===== src/hw/rtl/ttu_pkg.sv =====
// ttu_pkg: types, constants and helpers for the triangle tangent unit.
// No dependencies; imported by every module of the block.
`timescale 1ns / 1ps

package ttu_pkg;

   localparam int COORD_BITS_DEFAULT = 16;
   localparam int FIELD_BITS = 16;                 // width of each input field
   localparam int DIFF_BITS  = FIELD_BITS + 1;     // edges and uv differences
   localparam int PROD_BITS  = 2 * DIFF_BITS;      // one shared product
   localparam int WIDE_BITS  = PROD_BITS + 1;      // det and numerators
   localparam int QUOT_SHIFT = 22;                 // aligns Q.22 / Q.28 to Q16.16
   localparam int OUT_BITS   = 32;
   localparam int QUOT_BITS  = OUT_BITS - 1;       // quotient bits below saturation
   localparam int DVD_BITS   = WIDE_BITS + QUOT_SHIFT + 1;
   localparam int HEAD_BITS  = DVD_BITS - QUOT_BITS;
   localparam int MUL_STEPS  = 8;                  // two products for det, two per component
   localparam int NUM_COMP   = 3;

   localparam logic [OUT_BITS-1:0] SAT_POS = 32'h7FFF_FFFF;
   localparam logic [OUT_BITS-1:0] SAT_NEG = 32'h8000_0000;

   typedef struct packed {
      logic signed [FIELD_BITS-1:0] pos_x;
      logic signed [FIELD_BITS-1:0] pos_y;
      logic signed [FIELD_BITS-1:0] pos_z;
      logic signed [FIELD_BITS-1:0] tex_u;
      logic signed [FIELD_BITS-1:0] tex_v;
   } req_payload_type;

   typedef struct packed {
      logic signed [OUT_BITS-1:0] tangent_x;
      logic signed [OUT_BITS-1:0] tangent_y;
      logic signed [OUT_BITS-1:0] tangent_z;
      logic                       degenerate;
      logic                       last_of_triangle;
   } rsp_payload_type;

   typedef struct packed {
      logic                 start;
      logic                 neg;
      logic [WIDE_BITS-1:0] dividend;
      logic [WIDE_BITS-1:0] divisor;
   } div_req_type;

   typedef struct packed {
      logic                       done;
      logic signed [OUT_BITS-1:0] quotient;
   } div_rsp_type;

   typedef enum logic [2:0] {
      ST_IDLE,
      ST_MUL,
      ST_DIV_GO,
      ST_DIV_WAIT,
      ST_OUT
   } top_state_type;

   typedef enum logic [1:0] {
      DIV_IDLE,
      DIV_LOAD,
      DIV_ITER,
      DIV_DONE
   } div_state_type;

   function automatic logic [WIDE_BITS-1:0] mag_wide(input logic signed [WIDE_BITS-1:0] x);
      return x[WIDE_BITS-1] ? WIDE_BITS'(-x) : WIDE_BITS'(x);
   endfunction

endpackage


===== src/hw/rtl/ttu_div.sv =====
// ttu_div: restoring divider, one quotient bit per cycle, rounded and saturated
// to signed Q16.16. Depends on ttu_pkg.
`timescale 1ns / 1ps

module ttu_div import ttu_pkg::*; (
   input  logic        clock,
   input  logic        reset,
   input  div_req_type div_req,
   output div_rsp_type div_rsp
);

   div_state_type state_ff, state_in;
   logic [4:0]            cnt_ff, cnt_in;
   logic [HEAD_BITS-1:0]  head_ff;
   logic [QUOT_BITS-1:0]  lo_ff;
   logic [WIDE_BITS-1:0]  dvs_ff;
   logic [WIDE_BITS-1:0]  rem_ff;
   logic [QUOT_BITS-1:0]  q_ff;
   logic                  neg_ff;
   logic                  ovf_ff;

   logic [DVD_BITS-1:0]   dvd;
   logic [WIDE_BITS:0]    trial;
   logic                  fits;

   // dividend with the half-divisor added gives round to nearest, ties away
   assign dvd   = {1'b0, div_req.dividend, QUOT_SHIFT'(0)}
                + DVD_BITS'(div_req.divisor >> 1);
   assign trial = {rem_ff, lo_ff[QUOT_BITS-1]};
   assign fits  = trial >= {1'b0, dvs_ff};

   always_ff @(posedge clock) begin
      if (reset) begin
         state_ff <= DIV_IDLE;
      end else begin
         state_ff <= state_in;
      end
      cnt_ff <= cnt_in;
   end

   always_comb begin
      state_in = state_ff;
      cnt_in   = cnt_ff;
      div_rsp.done = 1'b0;
      unique case (state_ff)
         DIV_IDLE: begin
            if (div_req.start) begin
               state_in = DIV_LOAD;
            end
         end
         DIV_LOAD: begin
            cnt_in   = '0;
            state_in = DIV_ITER;
         end
         DIV_ITER: begin
            cnt_in = cnt_ff + 5'd1;
            if (cnt_ff == 5'(QUOT_BITS - 1)) begin
               state_in = DIV_DONE;
            end
         end
         DIV_DONE: begin
            div_rsp.done = 1'b1;
            state_in     = DIV_IDLE;
         end
         default: state_in = DIV_IDLE;
      endcase
      if (ovf_ff) begin
         div_rsp.quotient = neg_ff ? SAT_NEG : SAT_POS;
      end else if (neg_ff) begin
         div_rsp.quotient = -$signed({1'b0, q_ff});
      end else begin
         div_rsp.quotient = $signed({1'b0, q_ff});
      end
   end

   always_ff @(posedge clock) begin
      unique case (state_ff)
         DIV_IDLE: begin
            head_ff <= dvd[DVD_BITS-1:QUOT_BITS];
            lo_ff   <= dvd[QUOT_BITS-1:0];
            dvs_ff  <= div_req.divisor;
            neg_ff  <= div_req.neg;
         end
         DIV_LOAD: begin
            // quotient of 2^31 or more saturates either way
            ovf_ff <= WIDE_BITS'(head_ff) >= dvs_ff;
            rem_ff <= WIDE_BITS'(head_ff);
         end
         DIV_ITER: begin
            rem_ff <= fits ? WIDE_BITS'(trial - {1'b0, dvs_ff}) : trial[WIDE_BITS-1:0];
            q_ff   <= {q_ff[QUOT_BITS-2:0], fits};
            lo_ff  <= {lo_ff[QUOT_BITS-2:0], 1'b0};
         end
         DIV_DONE: begin
         end
         default: begin
         end
      endcase
   end

endmodule


===== src/hw/rtl/triangle_tangent_from_uv_unit.sv =====
// Channel  Dir  Payload            Handshake
// req      in   req_payload_type   req_valid / req_stall, one vertex a beat
// rsp      out  rsp_payload_type   rsp_valid / rsp_stall, three beats a triangle
//
// First and second vertex of a triangle: no result.
// Third vertex: products on the shared 17x17 multiplier, then three runs of the
// 31-step divider, then 3 result beats.
// Zero determinant skips the divider.
// req_stall is high from the third vertex until its last beat is taken.
// Synchronous reset returns to vertex 0 with no result pending.
// Top level of the tangent unit. Depends on ttu_pkg and ttu_div.
`timescale 1ns / 1ps

module triangle_tangent_from_uv_unit import ttu_pkg::*; #(
   parameter int COORD_BITS = COORD_BITS_DEFAULT
) (
   input  logic            clock,
   input  logic            reset,
   input  logic            req_valid,
   output logic            req_stall,
   input  req_payload_type req_data,
   output logic            rsp_valid,
   input  logic            rsp_stall,
   output rsp_payload_type rsp_data
);

   localparam int EFF_BITS = (COORD_BITS > FIELD_BITS) ? FIELD_BITS : COORD_BITS;
   localparam int EXT_SH   = FIELD_BITS - EFF_BITS;

   function automatic logic signed [FIELD_BITS-1:0] sext(input logic [FIELD_BITS-1:0] f);
      logic signed [FIELD_BITS-1:0] t;
      t = f << EXT_SH;
      return t >>> EXT_SH;
   endfunction

   top_state_type state_ff, state_in;
   logic [1:0] phase_ff, phase_in;
   logic [3:0] mstep_ff, mstep_in;
   logic [1:0] cidx_ff, cidx_in;
   logic [1:0] beat_ff, beat_in;

   req_payload_type cur;
   req_payload_type held_ff [2];

   logic signed [DIFF_BITS-1:0] e0_ff [NUM_COMP];
   logic signed [DIFF_BITS-1:0] e1_ff [NUM_COMP];
   logic signed [DIFF_BITS-1:0] d0u_ff, d0v_ff, d1u_ff, d1v_ff;

   logic signed [PROD_BITS-1:0] prod_ff, prod_in;
   logic signed [WIDE_BITS-1:0] acc_ff, diff;
   logic signed [WIDE_BITS-1:0] det_ff;
   logic signed [WIDE_BITS-1:0] num_ff [NUM_COMP];
   logic                        degen_ff;
   logic signed [OUT_BITS-1:0]  tan_ff [NUM_COMP];

   logic signed [DIFF_BITS-1:0] op_a, op_b;
   logic [1:0] kidx;
   logic [2:0] jstep;
   logic [1:0] nidx;
   logic       accept;

   div_req_type div_req;
   div_rsp_type div_rsp;

   assign accept = req_valid && !req_stall;
   assign cur.pos_x = sext(req_data.pos_x);
   assign cur.pos_y = sext(req_data.pos_y);
   assign cur.pos_z = sext(req_data.pos_z);
   assign cur.tex_u = sext(req_data.tex_u);
   assign cur.tex_v = sext(req_data.tex_v);

   // product order: d0u*d1v, d0v*d1u, then d1v*e0[k], d0v*e1[k] per component
   assign kidx  = (mstep_ff[2:1] == 2'd0) ? 2'd0 : mstep_ff[2:1] - 2'd1;
   assign op_a  = (mstep_ff[2:0] == 3'd0) ? d0u_ff : (mstep_ff[0] ? d0v_ff : d1v_ff);
   always_comb begin
      priority if (mstep_ff[2:0] == 3'd0) begin
         op_b = d1v_ff;
      end else if (mstep_ff[2:0] == 3'd1) begin
         op_b = d1u_ff;
      end else if (!mstep_ff[0]) begin
         op_b = e0_ff[kidx];
      end else begin
         op_b = e1_ff[kidx];
      end
   end
   assign prod_in = op_a * op_b;

   assign jstep = mstep_ff[2:0] - 3'd1;
   assign nidx  = jstep[2:1] - 2'd1;
   assign diff  = acc_ff - WIDE_BITS'(prod_ff);

   always_ff @(posedge clock) begin
      if (reset) begin
         state_ff <= ST_IDLE;
         phase_ff <= '0;
      end else begin
         state_ff <= state_in;
         phase_ff <= phase_in;
      end
      mstep_ff <= mstep_in;
      cidx_ff  <= cidx_in;
      beat_ff  <= beat_in;
   end

   always_comb begin
      state_in = state_ff;
      phase_in = phase_ff;
      mstep_in = mstep_ff;
      cidx_in  = cidx_ff;
      beat_in  = beat_ff;
      div_req.start    = 1'b0;
      div_req.neg      = num_ff[cidx_ff][WIDE_BITS-1] != det_ff[WIDE_BITS-1];
      div_req.dividend = mag_wide(num_ff[cidx_ff]);
      div_req.divisor  = mag_wide(det_ff);
      unique case (state_ff)
         ST_IDLE: begin
            if (req_valid) begin
               if (phase_ff == 2'd2) begin
                  phase_in = '0;
                  mstep_in = '0;
                  state_in = ST_MUL;
               end else begin
                  phase_in = phase_ff + 2'd1;
               end
            end
         end
         ST_MUL: begin
            mstep_in = mstep_ff + 4'd1;
            if (mstep_ff == 4'(MUL_STEPS)) begin
               cidx_in  = '0;
               state_in = ST_DIV_GO;
            end
         end
         ST_DIV_GO: begin
            if (degen_ff) begin
               beat_in  = '0;
               state_in = ST_OUT;
            end else begin
               div_req.start = 1'b1;
               state_in      = ST_DIV_WAIT;
            end
         end
         ST_DIV_WAIT: begin
            if (div_rsp.done) begin
               if (cidx_ff == 2'(NUM_COMP - 1)) begin
                  beat_in  = '0;
                  state_in = ST_OUT;
               end else begin
                  cidx_in  = cidx_ff + 2'd1;
                  state_in = ST_DIV_GO;
               end
            end
         end
         ST_OUT: begin
            if (!rsp_stall) begin
               if (beat_ff == 2'd2) begin
                  state_in = ST_IDLE;
               end else begin
                  beat_in = beat_ff + 2'd1;
               end
            end
         end
         default: state_in = ST_IDLE;
      endcase
   end

   always_ff @(posedge clock) begin
      if (accept) begin
         if (phase_ff != 2'd2) begin
            held_ff[phase_ff[0]] <= cur;
         end else begin
            e0_ff[0] <= DIFF_BITS'(held_ff[1].pos_x) - DIFF_BITS'(held_ff[0].pos_x);
            e0_ff[1] <= DIFF_BITS'(held_ff[1].pos_y) - DIFF_BITS'(held_ff[0].pos_y);
            e0_ff[2] <= DIFF_BITS'(held_ff[1].pos_z) - DIFF_BITS'(held_ff[0].pos_z);
            e1_ff[0] <= DIFF_BITS'(cur.pos_x) - DIFF_BITS'(held_ff[0].pos_x);
            e1_ff[1] <= DIFF_BITS'(cur.pos_y) - DIFF_BITS'(held_ff[0].pos_y);
            e1_ff[2] <= DIFF_BITS'(cur.pos_z) - DIFF_BITS'(held_ff[0].pos_z);
            d0u_ff   <= DIFF_BITS'(held_ff[1].tex_u) - DIFF_BITS'(held_ff[0].tex_u);
            d0v_ff   <= DIFF_BITS'(held_ff[1].tex_v) - DIFF_BITS'(held_ff[0].tex_v);
            d1u_ff   <= DIFF_BITS'(cur.tex_u) - DIFF_BITS'(held_ff[0].tex_u);
            d1v_ff   <= DIFF_BITS'(cur.tex_v) - DIFF_BITS'(held_ff[0].tex_v);
         end
      end
      if (state_ff == ST_MUL) begin
         if (mstep_ff != 4'(MUL_STEPS)) begin
            prod_ff <= prod_in;
         end
         // one step behind the multiplier: even products load, odd ones subtract
         if (mstep_ff != 4'd0) begin
            if (!jstep[0]) begin
               acc_ff <= WIDE_BITS'(prod_ff);
            end else if (jstep == 3'd1) begin
               det_ff   <= diff;
               degen_ff <= diff == '0;
            end else begin
               num_ff[nidx] <= diff;
            end
         end
      end
      if (state_ff == ST_DIV_GO && degen_ff) begin
         for (int k = 0; k < NUM_COMP; k++) begin
            tan_ff[k] <= '0;
         end
      end
      if (state_ff == ST_DIV_WAIT && div_rsp.done) begin
         tan_ff[cidx_ff] <= div_rsp.quotient;
      end
   end

   ttu_div u_div (
      .clock   (clock),
      .reset   (reset),
      .div_req (div_req),
      .div_rsp (div_rsp)
   );

   assign req_stall = state_ff != ST_IDLE;
   assign rsp_valid = state_ff == ST_OUT;

   assign rsp_data.tangent_x        = tan_ff[0];
   assign rsp_data.tangent_y        = tan_ff[1];
   assign rsp_data.tangent_z        = tan_ff[2];
   assign rsp_data.degenerate       = degen_ff;
   assign rsp_data.last_of_triangle = beat_ff == 2'd2;

endmodule


===== config.mk =====
export PLATFORM = sky130hd
export DESIGN_NAME = triangle_tangent_from_uv_unit
export DESIGN_NICKNAME = d
export VERILOG_FILES = /design/src/hw/rtl/ttu_pkg.sv /design/src/hw/rtl/ttu_div.sv /design/src/hw/rtl/triangle_tangent_from_uv_unit.sv
export SDC_FILE = /design/constraint.sdc
export NUM_CORES = 2
export LEC_CHECK = 0
export ABC_AREA = 1
export BUFFER_PORTS_ARGS = -buffer_cell sky130_fd_sc_hd__buf_2
export CAP_MARGIN = 5
export CORE_UTILIZATION = 59
export CTS_CLUSTER_SIZE = 10
export DETAILED_ROUTE_END_ITERATION = 12
export PLACE_DENSITY = 0.76
export SYNTH_ARGS = -nofsm -noshare
export SYNTH_HDL_FRONTEND = slang
export SYNTH_SLANG_ARGS = --single-unit

===== constraint.sdc =====
create_clock -name clock -period 16 [get_ports clock]
set_input_delay 1.6 -clock clock [delete_from_list [all_inputs] [get_ports clock]]
set_output_delay 1.6 -clock clock [all_outputs]
set_load 0.01 [all_outputs]

==> flow_metrics.tcl <==
set metrics [dict create \
    seqPwrFrac_pct 24.9 \
    drt_iter0_markers 3047 \
    clkSlewWorstSetupHoldPaths_ns 0.05 \
    cp-start-kind "flip-flop" \
    row_count 111 \
    grt_pass1_vias 38900 \
    rr_startpoint "mstep_ff[0]" \
    synthXorXnorAreaFrac_pct 4.97 \
    synth_cell_types 53 \
    period_share_pct 57.2 \
    drt-pass1-iter-count 6 \
    final_antenna_net_count 0 \
    synth_edf_count 809 \
    syn_nets 6359 \
    via_count 39000 \
    max_stage_delay_ns 0.56 \
    swShare_pct 45.4 \
    hold_depth 0 \
    wl_per_cell_um 18.6 \
    areaGrowthSynthToFinish_pct 9.56 \
    finalSetupViolCount 0 \
    cts_sinks 818 \
    ys_warn_count 0 \
    grt_util_all_layers_pct 28.4 \
    seq_area_frac_synth_pct 44.7 \
    synth_fa_ha_area_share_pct 19.8 \
    synth-main-ff-cell "edfxtp_1" \
    most-common-layout-cells "nand2_1, inv_1, edfxtp_1" \
    grt_max_degree 84 \
    setup_tns_ns 0 \
    clock_path_buffers 3 \
    ctsHoldBuffers 0 \
    finalWirelength_mm 132 \
    synth_cells 5595 \
    setup_ws_ns 6.85 \
    synth_compound_area_share_pct 8.27 \
    cts_buffers 97 \
    cts_resized 0 \
    initial_core_util_pct 59.6 \
    synth_area_leaders "edfxtp_1, fa_1, ha_1" \
    via_per_inst 5.48 \
    drv_cap 0 \
    final_layout_size_suffix_gt1_share_pct 7.91 \
    finalCriticalPeriod_ns 9.15 \
    fmax_mhz 109 \
    htreeDepth 3 \
    reg2reg_depth 32 \
    final_common_cell "nand2_1" \
    post-dp-hpwl_mm 102 \
    ys_ff_latch 818 \
    leakage_nw 26.3 \
    cts_setup_buffers 0 \
    yosys.area.top_type_share_pct 44.4 \
    core_sq_mm 0.0918 \
    die_width_um 307 \
    skew_ns 0.0335 \
    path_common_cell "fa_1" \
    die_area_sq_mm 0.0940 \
    cts_tree "yes" \
    hold_path_class "flip-flop to flip-flop" \
    crit_slowest_cell "fa_1" \
    synthMuxAreaShare_pct 0 \
    status "finished, final reports clean" \
    synth-async-reset-ratio_pct 0 \
    die_h_um 307 \
    tightest_slew_ns 1.22 \
    cellInternalPower_mw 7.12 \
    gp_congestion 0.986 \
    clk_latency_ns 0.70 \
    setup.worst_path.end_class "flip-flop" \
    ctsRootBufferMaster "clkbuf_16" \
    r2r_setup_slack_ns 6.85 \
    drv_slew 0 \
    synth_largest_area_cell "edfxtp_1" \
    whs_endpoint "acc_ff[15]" \
    route.detailed.drc 0 \
    avgSynthCellArea_sq_um 9.78 \
    arrival_ns 9.58 \
    antenna_found_initial 2 \
    synth_top_family_by_area "adder cells" \
    ir_drop_v 0.000405 \
    finalPower_mw 13.1 \
    numPortBuffers 183 \
    grt-ovfl-total 0 \
    worstPathMaxFanout 52 \
    clkPwrFrac_pct 15.3 \
    worst_r2r_endpoint "prod_ff[29]" \
    dp_worst_setup_slack_ns 6.95 \
    required_ns 16.43 \
    layout.nets 6576 \
    worstHoldStart "prod_ff[15]" \
    max_slew_margin_pct 18.1 \
    final-hold-violation-count 0 \
    grt_pass1_wl_mm 209 \
    pwr-share-comb_pct 59.7 \
    synthSimpleGateAreaFrac_pct 14.7 \
    power_density_mw_per_mm2 218 \
    p_sw_mw 5.93 \
    synth_area_sq_mm 0.0547 \
    crit_type "flip-flop to flip-flop" \
    ioPinCount 184 \
    rsz0062_at_grt "no" \
]
-- sequential cells by signal, summed over array words and instances, names as in the netlist, 35 cells and up, named ones only --
name,count
num_ff,105
held_ff,160
tan_ff,96
u_div.rem_ff,35
e1_ff,51
e0_ff,51
u_div.dvs_ff,35
det_ff,35
-- through the flow --
step / utilization (%) / cell area [sq um] / hold slack [ns] / cells
3_3_place_gp: 62.2 / 57100 / 0.431 / 6956
6_report: 65.3 / 59900 / 0.448 / 7107
3_5_place_dp: 62.2 / 57100 / 0.435 / 6956
5_1_grt: 65.3 / 59900 / 0.461 / 7107
4_1_cts: 65.3 / 59900 / 0.449 / 7106
2_1_floorplan: - / 54700 / 0.426 / 5595
-- power by group through the flow --
stage	Combinational, mW	Clock, mW	Sequential [mW]
floorplan	5.91	0	3.25
global placement	7.67	0	3.28
detailed placement	7.73	0	3.29
CTS	7.78	2.03	3.25
global route	8.81	2.10	3.28
finish	7.80	2.00	3.26
-- worst max-delay path: cells and delay by family (launching register included) --
| kind | cells | cell delay [ns] |
|---|---|---|
| AOI/OAI and AO/OA | 7 | 1.88 |
| xor gates and xnor gates | 1 | 0.14 |
| adders and majority gates | 8 | 3.67 |
| buffers and inverters | 10 | 2.16 |
| DFF | 1 | 0.32 |
| and+or+nand+nor | 6 | 0.68 |
-- metal layers --
metal	vias to the layer above	part of all wire, %	track usage (%)
met3	241	5.6	3.67
met2	1254	49	48.9
li1	18900	-	-
met5	-	0.0098	0
met1	18600	42	37.0
met4	2	3.5	10.2
-- cells by family after synthesis --
logic type / count (synthesis)
AO/OA/AOI/OAI: 765
XOR/XNOR: 309
adder cells (fa/ha/maj): 680
buffers and inverters: 1065
flip-flops: 818
other: 1
AND/OR/NAND/NOR: 1957
-- cell usage after synthesis (54+ instances only) --
cell type / number
a21oi_1: 287
clkbuf_1: 78
edfxtp_1: 809
fa_1: 309
ha_1: 371
inv_1: 937
nand2_1: 1003
nand3_1: 159
nor2_1: 600
o21ai_0: 203
o221ai_1: 54
xnor2_1: 118
xor2_1: 189
-- worst max-delay path by stage --
stage	from	end	depth (start not counted)
floorplan	req_valid	d0u_ff[0]	4
global placement	mstep_ff[0]	prod_ff[29]	34
detailed placement	mstep_ff[0]	prod_ff[29]	32
CTS	mstep_ff[0]	prod_ff[29]	32
global route	mstep_ff[0]	prod_ff[29]	32
finish	mstep_ff[0]	prod_ff[29]	32
-- area by class of cell --
cell class,instances,area [sq um]
inverter,956,3590
tap,1243,1560
antenna,1,2.50
sequential,818,24500
multi-input combinational,3712,26200
fill,7182,31900
clock inverter,23,292
timing repair buffer,227,1250
clock buffer,127,2540
Note: power is estimated with default switching activity, not from simulation.
